File: src/rtl/maxlog_llr_soft_demapper_unit_defines.svh
// Assertion macros for the max-log LLR soft demapper
`ifndef MAXLOG_LLR_SOFT_DEMAPPER_UNIT_DEFINES_SVH
`define MAXLOG_LLR_SOFT_DEMAPPER_UNIT_DEFINES_SVH
// implication checked on every rising clock edge outside reset
`define MLD_ASSERT_IMP(label, clk, rst_n, a, b) \
    label: assert property (@(posedge clk) disable iff (!rst_n) (a) |-> (b)) \
        else $error("assertion failed");
// next-cycle implication
`define MLD_ASSERT_NXT(label, clk, rst_n, a, b) \
    label: assert property (@(posedge clk) disable iff (!rst_n) (a) |=> (b)) \
        else $error("assertion failed");
`endif

File: src/rtl/mld_pkg.sv
// Package: constellation tables and codes for the soft demapper
`default_nettype none
package mld_pkg;
    localparam int MAX_POINTS_DEF   = 64;
    localparam int SAMPLE_WIDTH_DEF = 16;
    localparam int LLR_W            = 16;
    localparam int VAR_W            = 16;
    localparam int MOD_W            = 3;
    localparam int BITPOS_W         = 3;
    localparam int MAX_BITS         = 6;

    localparam logic [MOD_W-1:0] MODE_BPSK  = 3'd0;
    localparam logic [MOD_W-1:0] MODE_QPSK  = 3'd1;
    localparam logic [MOD_W-1:0] MODE_QAM64 = 3'd5;

    localparam logic [0:0] REG_MODULATION = 1'b0;
    localparam logic [0:0] REG_VAR_FLOOR  = 1'b1;

    function automatic logic [7:0] qam_code(input logic [6:0] idx);
        logic [3:0] ci;
        logic [3:0] cq;
        logic [5:0] p;
        ci = 4'd0;
        cq = 4'd0;
        p = 6'd0;
        if (idx >= 7'd14 && idx < 7'd30)
        begin
            p = 6'(idx - 7'd14);
            case (p[3:2])
                2'd0: ci = -4'sd3;
                2'd1: ci = -4'sd1;
                2'd2: ci = 4'sd3;
                default: ci = 4'sd1;
            endcase
            case (p[1:0])
                2'd0: cq = 4'sd3;
                2'd1: cq = 4'sd1;
                2'd2: cq = -4'sd3;
                default: cq = -4'sd1;
            endcase
        end
        else if (idx >= 7'd30 && idx < 7'd62)
        begin
            p = 6'(idx - 7'd30);
            if (p[3] == 1'b0)
            begin
                case (p[2:0])
                    3'd0: begin ci = 4'sd3; cq = 4'sd5; end
                    3'd1: begin ci = 4'sd1; cq = 4'sd5; end
                    3'd2: begin ci = 4'sd3; cq = -4'sd5; end
                    3'd3: begin ci = 4'sd1; cq = -4'sd5; end
                    3'd4: begin ci = 4'sd5; cq = 4'sd3; end
                    3'd5: begin ci = 4'sd5; cq = 4'sd1; end
                    3'd6: begin ci = 4'sd5; cq = -4'sd3; end
                    default: begin ci = 4'sd5; cq = -4'sd1; end
                endcase
            end
            else
            begin
                ci = p[2] ? 4'sd3 : 4'sd1;
                case (p[1:0])
                    2'd0: cq = 4'sd3;
                    2'd1: cq = 4'sd1;
                    2'd2: cq = -4'sd3;
                    default: cq = -4'sd1;
                endcase
            end
            if (p[4] == 1'b0)
                ci = -ci;
        end
        else if (idx >= 7'd62)
        begin
            p = 6'(idx - 7'd62);
            case (p[4:3])
                2'd0: ci = 4'sd7;
                2'd1: ci = 4'sd5;
                2'd2: ci = 4'sd1;
                default: ci = 4'sd3;
            endcase
            if (p[5] == 1'b0)
                ci = -ci;
            case (p[1:0])
                2'd0: cq = 4'sd7;
                2'd1: cq = 4'sd5;
                2'd2: cq = 4'sd1;
                default: cq = 4'sd3;
            endcase
            if (p[2])
                cq = -cq;
        end
        return {ci, cq};
    endfunction

    // signed coordinate codes, 4 bits each
    function automatic logic [7:0] pts_code(input logic [6:0] idx);
        logic [7:0] r;
        case (idx)
            7'd0: r = {4'sd1, 4'sd0};     7'd1: r = {-4'sd1, 4'sd0};
            7'd2: r = {-4'sd1, 4'sd1};    7'd3: r = {-4'sd1, -4'sd1};
            7'd4: r = {4'sd1, 4'sd1};     7'd5: r = {4'sd1, -4'sd1};
            7'd6: r = {-4'sd1, -4'sd1};   7'd7: r = {-4'sd2, 4'sd0};
            7'd8: r = {4'sd0, 4'sd2};     7'd9: r = {-4'sd1, 4'sd1};
            7'd10: r = {4'sd0, -4'sd2};   7'd11: r = {4'sd1, -4'sd1};
            7'd12: r = {4'sd1, 4'sd1};    7'd13: r = {4'sd2, 4'sd0};
            default: r = qam_code(idx);
        endcase
        return r;
    endfunction

    // Q1.13 level for a code magnitude
    function automatic logic [13:0] level(input logic [2:0] md, input logic [2:0] mag);
        logic [13:0] r;
        r = 14'd0;
        case (md)
            3'd0: if (mag == 3'd1) r = 14'd8192;
            3'd1: if (mag == 3'd1) r = 14'd5793;
            3'd2: if (mag == 3'd1) r = 14'd5793; else if (mag == 3'd2) r = 14'd8192;
            3'd3: if (mag == 3'd1) r = 14'd2591; else if (mag == 3'd3) r = 14'd7772;
            3'd4:
            begin
                if (mag == 3'd1) r = 14'd1832;
                else if (mag == 3'd3) r = 14'd5495;
                else if (mag == 3'd5) r = 14'd9159;
            end
            3'd5:
            begin
                if (mag == 3'd1) r = 14'd1264;
                else if (mag == 3'd3) r = 14'd3792;
                else if (mag == 3'd5) r = 14'd6320;
                else if (mag == 3'd7) r = 14'd8848;
            end
            default: r = 14'd0;
        endcase
        return r;
    endfunction
endpackage
`default_nettype wire

File: src/rtl/maxlog_llr_soft_demapper_unit.sv
// Top level: max-log LLR soft demapper with minimum-distance memory
// Usage:
//   Write modulation (index 0) and variance_floor (index 1) through cfg_we
//   while idle. Raise start with i_sample, q_sample, noise_variance; the
//   transaction is taken at an edge where busy is low. The block walks every
//   constellation point, one per cycle, through a three-stage distance
//   pipeline; per-bit minima live in a small memory updated by
//   read-modify-write. Each bit's LLR then comes from a restoring divider of
//   NUMW steps (34 at SAMPLE_WIDTH 16), MSB first. Each LLR shows for one
//   cycle with llr_valid; last_bit marks the final. Busy covers the walk,
//   the drain, and the read and divide of every bit; busy falls with the
//   last LLR.
//   Reset: modulation QPSK (BPSK if MAX_POINTS < 4), floor 4, idle.
//   The receiver cannot stall; no clearing pass is needed since the
//   minima are initialized by the first point's write.
`default_nettype none
`include "maxlog_llr_soft_demapper_unit_defines.svh"
module maxlog_llr_soft_demapper_unit
    import mld_pkg::*;
#(
    parameter int MAX_POINTS   = MAX_POINTS_DEF,
    parameter int SAMPLE_WIDTH = SAMPLE_WIDTH_DEF
)
(
    input  wire logic                           clk,
    input  wire logic                           rst_n,
    input  wire logic                           cfg_we,
    input  wire logic [0:0]                     cfg_index,
    input  wire logic [VAR_W-1:0]               cfg_data,
    input  wire logic                           start,
    output logic                                busy,
    input  wire logic signed [SAMPLE_WIDTH-1:0] i_sample,
    input  wire logic signed [SAMPLE_WIDTH-1:0] q_sample,
    input  wire logic [VAR_W-1:0]               noise_variance,
    output logic                                llr_valid,
    output logic signed [LLR_W-1:0]             llr,
    output logic [BITPOS_W-1:0]                 bit_position,
    output logic                                last_bit
);
    localparam int DW    = 2 * SAMPLE_WIDTH + 2;
    localparam int SH    = 2 * SAMPLE_WIDTH - 26;
    localparam int NUMW  = DW + ((SH < 0) ? -SH : 0);
    localparam int DENW  = VAR_W + ((SH > 0) ? SH : 0);
    localparam int QW    = NUMW;
    localparam int EW    = SAMPLE_WIDTH + 2;
    localparam int CW    = EW + 15;
    localparam int UP_SH = (SAMPLE_WIDTH >= 16) ? SAMPLE_WIDTH - 16 : 0;
    localparam int DN_SH = (SAMPLE_WIDTH < 16) ? 16 - SAMPLE_WIDTH : 1;

    typedef enum logic [2:0] {S_IDLE, S_WALK, S_DRAIN, S_RD, S_RDW, S_DIV, S_OUT} state_t;

    state_t state_reg;
    logic [MOD_W-1:0] mod_reg;
    logic [VAR_W-1:0] floor_reg;
    logic signed [SAMPLE_WIDTH-1:0] xi_reg, xq_reg;
    logic [VAR_W-1:0] var_reg;
    logic [6:0] pcnt_reg;
    logic [2:0] drain_reg;
    logic [2:0] bit_reg;

    // config
    logic [MOD_W-1:0] cv;
    assign cv = cfg_data[MOD_W-1:0];
    always_ff @(posedge clk or negedge rst_n)
    begin
        if (!rst_n)
        begin
            mod_reg   <= (MAX_POINTS >= 4) ? MODE_QPSK : MODE_BPSK;
            floor_reg <= VAR_W'(4);
        end
        else if (cfg_we)
        begin
            if (cfg_index == REG_MODULATION)
            begin
                if (cv <= MODE_QAM64 && (32'd2 << cv) <= 32'(MAX_POINTS))
                    mod_reg <= cv;
            end
            else
                floor_reg <= cfg_data;
        end
    end

    logic [6:0] npts, base;
    assign npts = 7'd2 << mod_reg;
    assign base = npts - 7'd2;

    // stage 1: coordinates
    logic        s1_v, s2_v, s3_v;
    logic [5:0]  s1_p, s2_p, s3_p;
    logic signed [EW-1:0] s1_ci, s1_cq;
    logic [7:0] code;
    assign code = pts_code(7'(base + pcnt_reg));

    function automatic logic signed [EW-1:0] coordf(input logic [2:0] md,
                                                   input logic [3:0] c);
        logic [2:0] mg;
        logic [13:0] lv;
        logic signed [CW-1:0] v;
        mg = c[3] ? 3'(-c) : c[2:0];
        lv = level(md, mg);
        if (SAMPLE_WIDTH >= 16)
            v = CW'(lv) <<< UP_SH;
        else
            v = (CW'(lv) + (CW'(1) <<< (DN_SH - 1))) >>> DN_SH;
        return c[3] ? -EW'(v) : EW'(v);
    endfunction

    // stage 2: absolute differences; stage 3: squares summed
    logic [EW-1:0] s2_ai, s2_aq;
    logic [DW-1:0] s3_d;
    logic signed [EW-1:0] di, dq;
    assign di = EW'(xi_reg) - s1_ci;
    assign dq = EW'(xq_reg) - s1_cq;

    always_ff @(posedge clk)
    begin
        s1_ci <= coordf(mod_reg, code[7:4]);
        s1_cq <= coordf(mod_reg, code[3:0]);
        s1_p  <= pcnt_reg[5:0];
        s2_ai <= di[EW-1] ? EW'(-di) : EW'(di);
        s2_aq <= dq[EW-1] ? EW'(-dq) : EW'(dq);
        s2_p  <= s1_p;
        s3_d  <= DW'(s2_ai) * DW'(s2_ai) + DW'(s2_aq) * DW'(s2_aq);
        s3_p  <= s2_p;
    end

    // minima memory: entry {bit,value}, 12 entries, per-entry RMW across 6 bits.
    // Held as registers read at fixed places per bit lane.
    logic [DW-1:0] dmin_mem [2*MAX_BITS];
    always_ff @(posedge clk)
    begin
        if (s3_v)
        begin
            for (int k = 0; k < MAX_BITS; k++)
            begin
                if (s3_p[k])
                begin
                    if (s3_p == 6'(1 << k) || s3_d < dmin_mem[4'(2*k+1)])
                        dmin_mem[4'(2*k+1)] <= s3_d;
                end
                else if (s3_p == 6'd0 || s3_d < dmin_mem[4'(2*k)])
                    dmin_mem[4'(2*k)] <= s3_d;
            end
        end
    end

    // divider
    logic [QW-1:0] q_reg;
    logic [NUMW-1:0] num_reg;
    logic [DENW:0] rem_reg;
    logic [DENW-1:0] den;
    logic neg_reg;
    logic [5:0] dcnt_reg;
    logic [DW-1:0] d0_reg, d1_reg;
    logic [DENW:0] rem_sh;
    assign den = (SH > 0) ? DENW'(var_reg) << ((SH > 0) ? SH : 0) : DENW'(var_reg);
    assign rem_sh = {rem_reg[DENW-1:0], num_reg[NUMW-1]};

    logic [QW:0] qr;
    logic [DENW+1:0] rem2;
    assign rem2 = {rem_reg, 1'b0};
    assign qr = (QW+1)'(q_reg) + ((rem2 >= (DENW+2)'(den)) ? (QW+1)'(1) : '0);

    logic [VAR_W-1:0] v_eff;
    always_comb
    begin
        v_eff = (noise_variance < floor_reg) ? floor_reg : noise_variance;
        if (v_eff == '0)
            v_eff = VAR_W'(1);
    end

    always_ff @(posedge clk or negedge rst_n)
    begin
        if (!rst_n)
        begin
            state_reg <= S_IDLE;
            s1_v <= 1'b0; s2_v <= 1'b0; s3_v <= 1'b0;
            llr_valid <= 1'b0;
            last_bit <= 1'b0;
            llr <= '0;
            bit_position <= '0;
            xi_reg <= '0; xq_reg <= '0; var_reg <= '0;
            d0_reg <= '0; d1_reg <= '0; neg_reg <= 1'b0;
            num_reg <= '0; rem_reg <= '0; q_reg <= '0;
            pcnt_reg <= '0; drain_reg <= '0; bit_reg <= '0; dcnt_reg <= '0;
        end
        else
        begin
            s2_v <= s1_v;
            s3_v <= s2_v;
            s1_v <= 1'b0;
            llr_valid <= 1'b0;
            last_bit <= 1'b0;
            case (state_reg)
                S_IDLE:
                    if (start)
                    begin
                        xi_reg <= i_sample;
                        xq_reg <= q_sample;
                        var_reg <= v_eff;
                        pcnt_reg <= '0;
                        state_reg <= S_WALK;
                    end
                S_WALK:
                begin
                    s1_v <= 1'b1;
                    pcnt_reg <= pcnt_reg + 7'd1;
                    if (pcnt_reg == npts - 7'd1)
                    begin
                        drain_reg <= '0;
                        state_reg <= S_DRAIN;
                    end
                end
                S_DRAIN:
                begin
                    drain_reg <= drain_reg + 3'd1;
                    if (drain_reg == 3'd3)
                    begin
                        bit_reg <= mod_reg;
                        state_reg <= S_RD;
                    end
                end
                S_RD:
                begin
                    d0_reg <= dmin_mem[{bit_reg, 1'b0}];
                    d1_reg <= dmin_mem[{bit_reg, 1'b1}];
                    state_reg <= S_RDW;
                end
                S_RDW:
                begin
                    neg_reg <= d1_reg < d0_reg;
                    num_reg <= NUMW'((d1_reg < d0_reg) ? d0_reg - d1_reg : d1_reg - d0_reg)
                               << ((SH < 0) ? -SH : 0);
                    rem_reg <= '0;
                    q_reg <= '0;
                    dcnt_reg <= '0;
                    state_reg <= S_DIV;
                end
                S_DIV:
                begin
                    if (rem_sh >= (DENW+1)'(den))
                    begin
                        rem_reg <= rem_sh - (DENW+1)'(den);
                        q_reg <= {q_reg[QW-2:0], 1'b1};
                    end
                    else
                    begin
                        rem_reg <= rem_sh;
                        q_reg <= {q_reg[QW-2:0], 1'b0};
                    end
                    num_reg <= num_reg << 1;
                    dcnt_reg <= dcnt_reg + 6'd1;
                    if (dcnt_reg == 6'(NUMW - 1))
                        state_reg <= S_OUT;
                end
                S_OUT:
                begin
                    llr_valid <= 1'b1;
                    bit_position <= bit_reg;
                    if (neg_reg)
                        llr <= (qr > (QW+1)'(32768)) ? 16'sh8000 : -LLR_W'(qr);
                    else
                        llr <= (qr > (QW+1)'(32767)) ? 16'sh7fff : LLR_W'(qr);
                    if (bit_reg == '0)
                    begin
                        last_bit <= 1'b1;
                        state_reg <= S_IDLE;
                    end
                    else
                    begin
                        bit_reg <= bit_reg - 3'd1;
                        state_reg <= S_RD;
                    end
                end
                default: state_reg <= S_IDLE;
            endcase
        end
    end

    assign busy = (state_reg != S_IDLE);

    `MLD_ASSERT_NXT(a_start_busy, clk, rst_n, start && !busy, busy)
    `MLD_ASSERT_IMP(a_last_valid, clk, rst_n, last_bit, llr_valid)
    `MLD_ASSERT_IMP(a_last_bit0, clk, rst_n, last_bit, bit_position == '0)
    `MLD_ASSERT_IMP(a_walk_nout, clk, rst_n, s1_v || s3_v, !llr_valid)
endmodule
`default_nettype wire
File: config.mk
export PLATFORM = sky130hd
export DESIGN_NAME = maxlog_llr_soft_demapper_unit
export DESIGN_NICKNAME = d
export VERILOG_FILES = /design/src/rtl/mld_pkg.sv /design/src/rtl/maxlog_llr_soft_demapper_unit.sv
export VERILOG_INCLUDE_DIRS = /design/src /design/src/rtl
export SDC_FILE = /design/constraint.sdc
export NUM_CORES = 2
export LEC_CHECK = 0
export BUFFER_PORTS_ARGS = -buffer_cell sky130_fd_sc_hd__buf_2
export CAP_MARGIN = 10
export CORE_ASPECT_RATIO = 1.5
export CORE_UTILIZATION = 47
export DETAILED_ROUTE_END_ITERATION = 10
export PLACE_DENSITY = 0.65
export SLEW_MARGIN = 20
export SYNTH_ARGS = -nofsm -noshare
export SYNTH_HDL_FRONTEND = slang
export SYNTH_SLANG_ARGS = --single-unit
File: constraint.sdc
create_clock -name clk -period 16.8 [get_ports clk]
set_input_delay 2.52 -clock clk [delete_from_list [all_inputs] [get_ports clk]]
set_output_delay 2.52 -clock clk [all_outputs]
set_load 0.02 [all_outputs]
Yosys cells after proc, flatten, opt, wreduce, memory -nomap -nowiden
Memory sizes are Yosys's and may differ from the RTL's. A register that Yosys moved wholly into a read port is not among the register bits.
Cells that the tools add are included.
Word-level totals
  memories kept: 1
  ROM bits: 0
  register bits after elaboration: 329
  input port bits: 69
  logic and storage cells: 372
  output and inout bits: 22
  latch bits: 0
  memory bits (writable): 408
Memories
  dmin_mem: depth 12, width 34, rd ports 14, clocked after memory_dff 2, wr ports 6, line maxlog_llr_soft_demapper_unit.sv:129  | logic [DW-1:0] dmin_mem [2*MAX_BITS];
Cells by class
  reductions and logical operators: 56
  multiplexer cells: 161
  bitwise operators: 1
  divide/modulo/power cells: 0
  equal/unequal tests: 64
  shift operators: 2
  magnitude comparators: 25
  multipliers: 2
  add/sub/neg operators: 27
Operators with widths (number)
  $lt A34 B34 Y1: 13
  $mux W14: 22
  $mux W34: 7
  $reduce_or A34 Y1: 6
  $pmux W14 S6: 2
  $pmux W34 S2: 2
  $mux W4: 28
  $mux W16: 5
  $pmux W8 S10: 1
  $mux W13: 6
  $mul A18 B18 Y34: 2
  $sub A34 B34 Y34: 2
  $mux W1: 60
  $pmux W23 S2: 1
  $eq A7 B4 Y1 const B: 6
  $eq A3 B3 Y1 const B: 12
  $neg A14 Y18: 2
  $neg A18 Y18: 2
  $pmux W4 S3: 3
  $sub A16 B18 Y18: 2
  $add A34 B1 Y35: 1
  $gt A35 B15 Y1 const B: 1
  $gt A35 B16 Y1 const B: 1
  $add A34 B34 Y34: 1
  other kinds (68): 150

Logic depth before layout (Yosys ltp)
  word-level depth: 26
  depth in mapped cells: 31
  mapped depth without buffers: 29

Least setup slack after synthesis
No wires, ideal clock.
  path type: register to register
  start point: reg s2_aq[11]
  end point: reg s3_d[31]
  required time: 16728 ps
  arrival time: 7276 ps
  clock period less this slack: 7349 ps
  setup time: 72 ps
  stages on the path, launching flop included: 28
  slack: 9451 ps
  buffers on the path: 1
  cells stage by stage: dfxtp_1 clkbuf_1 nand2_1 fa_1 inv_1 fa_1 inv_1 fa_1 fa_1 inv_1 fa_1 inv_1 fa_1 fa_1 inv_1 fa_1 ha_1 a21oi_1 nor2b_1 o21ai_0 o311ai_0 and3_1 a221o_1 nand4_1 a31oi_1 a41oi_1 nor2b_1 xnor2_1
Between the ends
  word-level cells in the longest chain between the ends: 2
RTL lines
  from (decl): line maxlog_llr_soft_demapper_unit.sv:109  | logic [EW-1:0] s2_ai, s2_aq;
  from (signal assigned): line maxlog_llr_soft_demapper_unit.sv:121  | s2_aq <= dq[EW-1] ? EW'(-dq) : EW'(dq);
  $mul A18 B18 Y34: line maxlog_llr_soft_demapper_unit.sv:123  | s3_d <= DW'(s2_ai) * DW'(s2_ai) + DW'(s2_aq) * DW'(s2_aq);
  $add A34 B34 Y34: line maxlog_llr_soft_demapper_unit.sv:123
  to (signal assigned): line maxlog_llr_soft_demapper_unit.sv:123
  to (decl): line maxlog_llr_soft_demapper_unit.sv:110  | logic [DW-1:0] s3_d;
Every way passes these cells.
A chain may end at the register's enable or synchronous reset.

Worst setup path after layout
  start point: reg s2_aq[9]
  end point: reg s3_d[31]
The elaborated chain is that of the path after synthesis.

==> summary.txt <==
Die
  • Die Ht: 465 microns
  • Row Count: 169
  • Die X: 310 microns
  • Die ar.: 144000 sq um
  • Core Area: 141000 sq um
  • # IOs: 91
  • Initial Utilization: 47.4%

Routing
  • Via count: 48.3k
  • Iteration-0 DRC Markers: 2831
  • Antenna-violating nets left: 0
  • Post-DR wirelength/cell: 19.9 microns
  • Top Metal Used: met4
  • Drt first pass iters: 5
  • Vias per cell: 5.46
  • Met2 WL: 97200 microns
  • Met3 WL: 5570 microns
  • Drt total wl: 176000 microns
  • Drc violations: 0
  • Metal-1 WL: 62400 microns

Cells and area
  • Nets: 8218
  • Final Non-Filler Cells: 8851
  • Ant diodes: 0
  • Layout cells sized above 1: 6.83%
  • # fillers: 12.9k
  • Largest Register: dmin_mem
  • Max FFs per register: 408
  • Layout Utilization: 51.4%
  • Area growth from synthesis to layout: 8.39%

Synthesis
  • Synth Cell Area: 67000 sq um
  • Warnings from Yosys: 0
  • Post-synth EDFFs: 408
  • Mapped Cells: 6855
  • FFs w/ async S/R, synth: 33.9%
  • Yosys reg bits: 805
  • Syn Area/Cell: 9.78 sq um
  • Synthesized Nets: 8178
  • Post-synthesis sequential area ratio: 32.2%
  • Top FF cell, synth: edfxtp_1
  • Distinct cells, synth: 109

GRT
  • Largest net degree at the start of global routing: 120
  • Vias in the first global route: 51.9k
  • Grt total ovfl: 0
  • Initial antenna violation count: 0
  • All-Layer GR Usage: 24.9%
  • First-pass GRT wire length: 278000 microns

Timing
  • Worst-Margin Slew: 1.24 ns
  • RSZ-0062 raised after global routing: no
  • Finish-stage setup viols: 0
  • Final Max Tran Viols: 0
  • Fmax achieved: 118 MHz
  • Post-route clock period utilization: 50.5%
  • Slew headroom: 16.4%
  • Clock Skews: 0.0719 ns
  • Final hold vios: 0
  • Final setup TNS: 0 ns
  • Post-layout min period: 8.48 ns

Placed design
  • GPL Wtd Cong: 0.948
  • Placed instance count: 8687
  • Hpwl dp: 139000 microns
  • Port Buffer Count: 90

Status
  • Status: finished clean

Worst setup path
  • Startpoint type of the worst setup path: register
  • CP arrival: 9.07 ns
  • Reg2Reg Depth: 26
  • CP max FO: 13
  • CP Data Required Time: 17.39 ns
  • Setup CP Type: reg -> reg
  • Endpoint class of the critical path: register

Min path
  • Hold Crit Depth: 0
  • Worst min-delay path category: reg -> reg

CTS
  • Clock Path Buffers: 3
  • Post-CTS sizing: 0
  • Root buf cell: clkbuf_16
  • TritonCTS buffer count: 87
  • Clock transition at path regs: 0.06 ns
  • CTS tree: built
  • # hold bufs at CTS: 0
  • Depth of the CTS H-tree: 3
  • Setup bufs post-CTS: 0
  • TritonCTS Sinks: 805
  • Clk Latency, worst-skew pair: 0.74 ns

Flow run
  • Max-cap violation count: 0
-- synthesized netlist by cell type (all sizes together), types with 12 or more instances --
cell,count,area [sq um]
xnor2,141,1260
nor2b,81,507
nor3,70,350
or3,22,138
a211oi,22,178
o21ai,430,2150
and2,157,985
dfxtp,124,2480
o211ai,88,671
clkbuf,180,686
and3,28,178
mux2,25,282
a2111oi,22,230
a21oi,299,1520
ha,747,9350
edfxtp,408,12300
nor2,232,878
a21boi,12,109
a31oi,37,231
a21o,166,1250
fa,507,10100
o21bai,19,143
o22ai,16,106
or2,18,113
o31ai,32,259
buf,32,181
nor4,24,165
inv,1275,4790
o21a,24,181
nand4,84,526
nand2b,72,450
mux2i,55,551
xor2,71,656
nand3,116,581
nand2,718,2700
dfrtp,271,6780
a22o,15,131
mux4,68,1530
-- final timing paths --
| kind | startpoint | endpoint | slack [ns] |
|---|---|---|---|
| setup reg to reg | s2_aq[9]$_DFF_P_ | s3_d[31]$_DFF_P_ | 8.32 |
| hold reg to reg | s2_p[2]$_DFF_P_ | s3_p[2]$_DFF_P_ | 0.31 |
| min in group asynchronous | rst_n | num_reg[5]$_DFFE_PN0P_ | 1.76 |
| setup / recovery | s2_aq[9]$_DFF_P_ | s3_d[31]$_DFF_P_ | 8.32 |
| max in group asynchronous | rst_n | bit_reg[0]$_DFFE_PN0P_ | 12.83 |
| hold / removal | s2_p[2]$_DFF_P_ | s3_p[2]$_DFF_P_ | 0.31 |
-- worst max-delay path: stages (launching register included) --
cell	delay [ns]
dfxtp_1	0.68
inv_1	0.31
nor2_1	0.24
inv_1	0.09
fa_1	0.51
inv_1	0.05
fa_1	0.46
fa_1	0.52
inv_1	0.06
fa_1	0.49
inv_1	0.06
fa_1	0.50
fa_1	0.55
inv_1	0.05
fa_1	0.53
inv_1	0.06
fa_1	0.47
ha_1	0.36
o2111ai_1	0.21
o311ai_0	0.60
and3_1	0.42
a221o_1	0.28
nand4_1	0.13
a31oi_1	0.28
a41oi_1	0.17
nor2b_1	0.17
xnor2_1	0.11
-- layout make-up --
cell class	count	area [sq um]	area share [%]
flip-flops and latches	805	21600	29.7
clock buffers	115	2360	3.25
well taps	1881	2350	3.24
inverters	1278	4800	6.60
repair buffers	163	1020	1.41
clock inverters	49	557	0.766
multi-input cells	4560	40000	55.0
-- logic make-up after synthesis --
| group | synth area share (%) |
|---|---|
| AO/OA/AOI/OAI | 12.1 |
| XOR/XNOR | 2.86 |
| adder cells (fa/ha/maj) | 29.1 |
| buffers and inverters | 8.45 |
| flip-flops | 32.2 |
| multiplexers | 3.53 |
| other | 0.00559 |
| AND/OR/NAND/NOR | 11.8 |
-- metal layers --
metal	up-vias	GRT usage (%)
met4	0	14.4
li1	23000	-
met2	1012	48.3
met1	23900	25.5
met5	-	0
met3	402	2.44
-- per-stage QoR --
step | hold slack (ns) | cell area [sq um] | worst slack (ns)
floorplan | 0.310 | 67000 | 9.45
global route | 0.322 | 72700 | 7.99
finish | 0.312 | 72700 | 8.32
detailed placement | 0.312 | 69700 | 8.33
CTS | 0.311 | 72700 | 8.34
global placement | 0.309 | 69700 | 8.45
-- placed cells by master (no fill, tap or decap), types with 164 or more instances in the layout --
master    synthesis  routed
nor2_1          229     228
ha_1            747     747
fa_1            507     507
dfrtp_1         271     267
edfxtp_1        408     408
inv_1          1275    1275
o21ai_0         425     423
a21oi_1         296     294
a21o_1          164     164
nand2_1         717     716
Power is left out: the tool's default activity adds up to more than one toggle a clock period on the data nets, which glitch-free logic cannot reach.
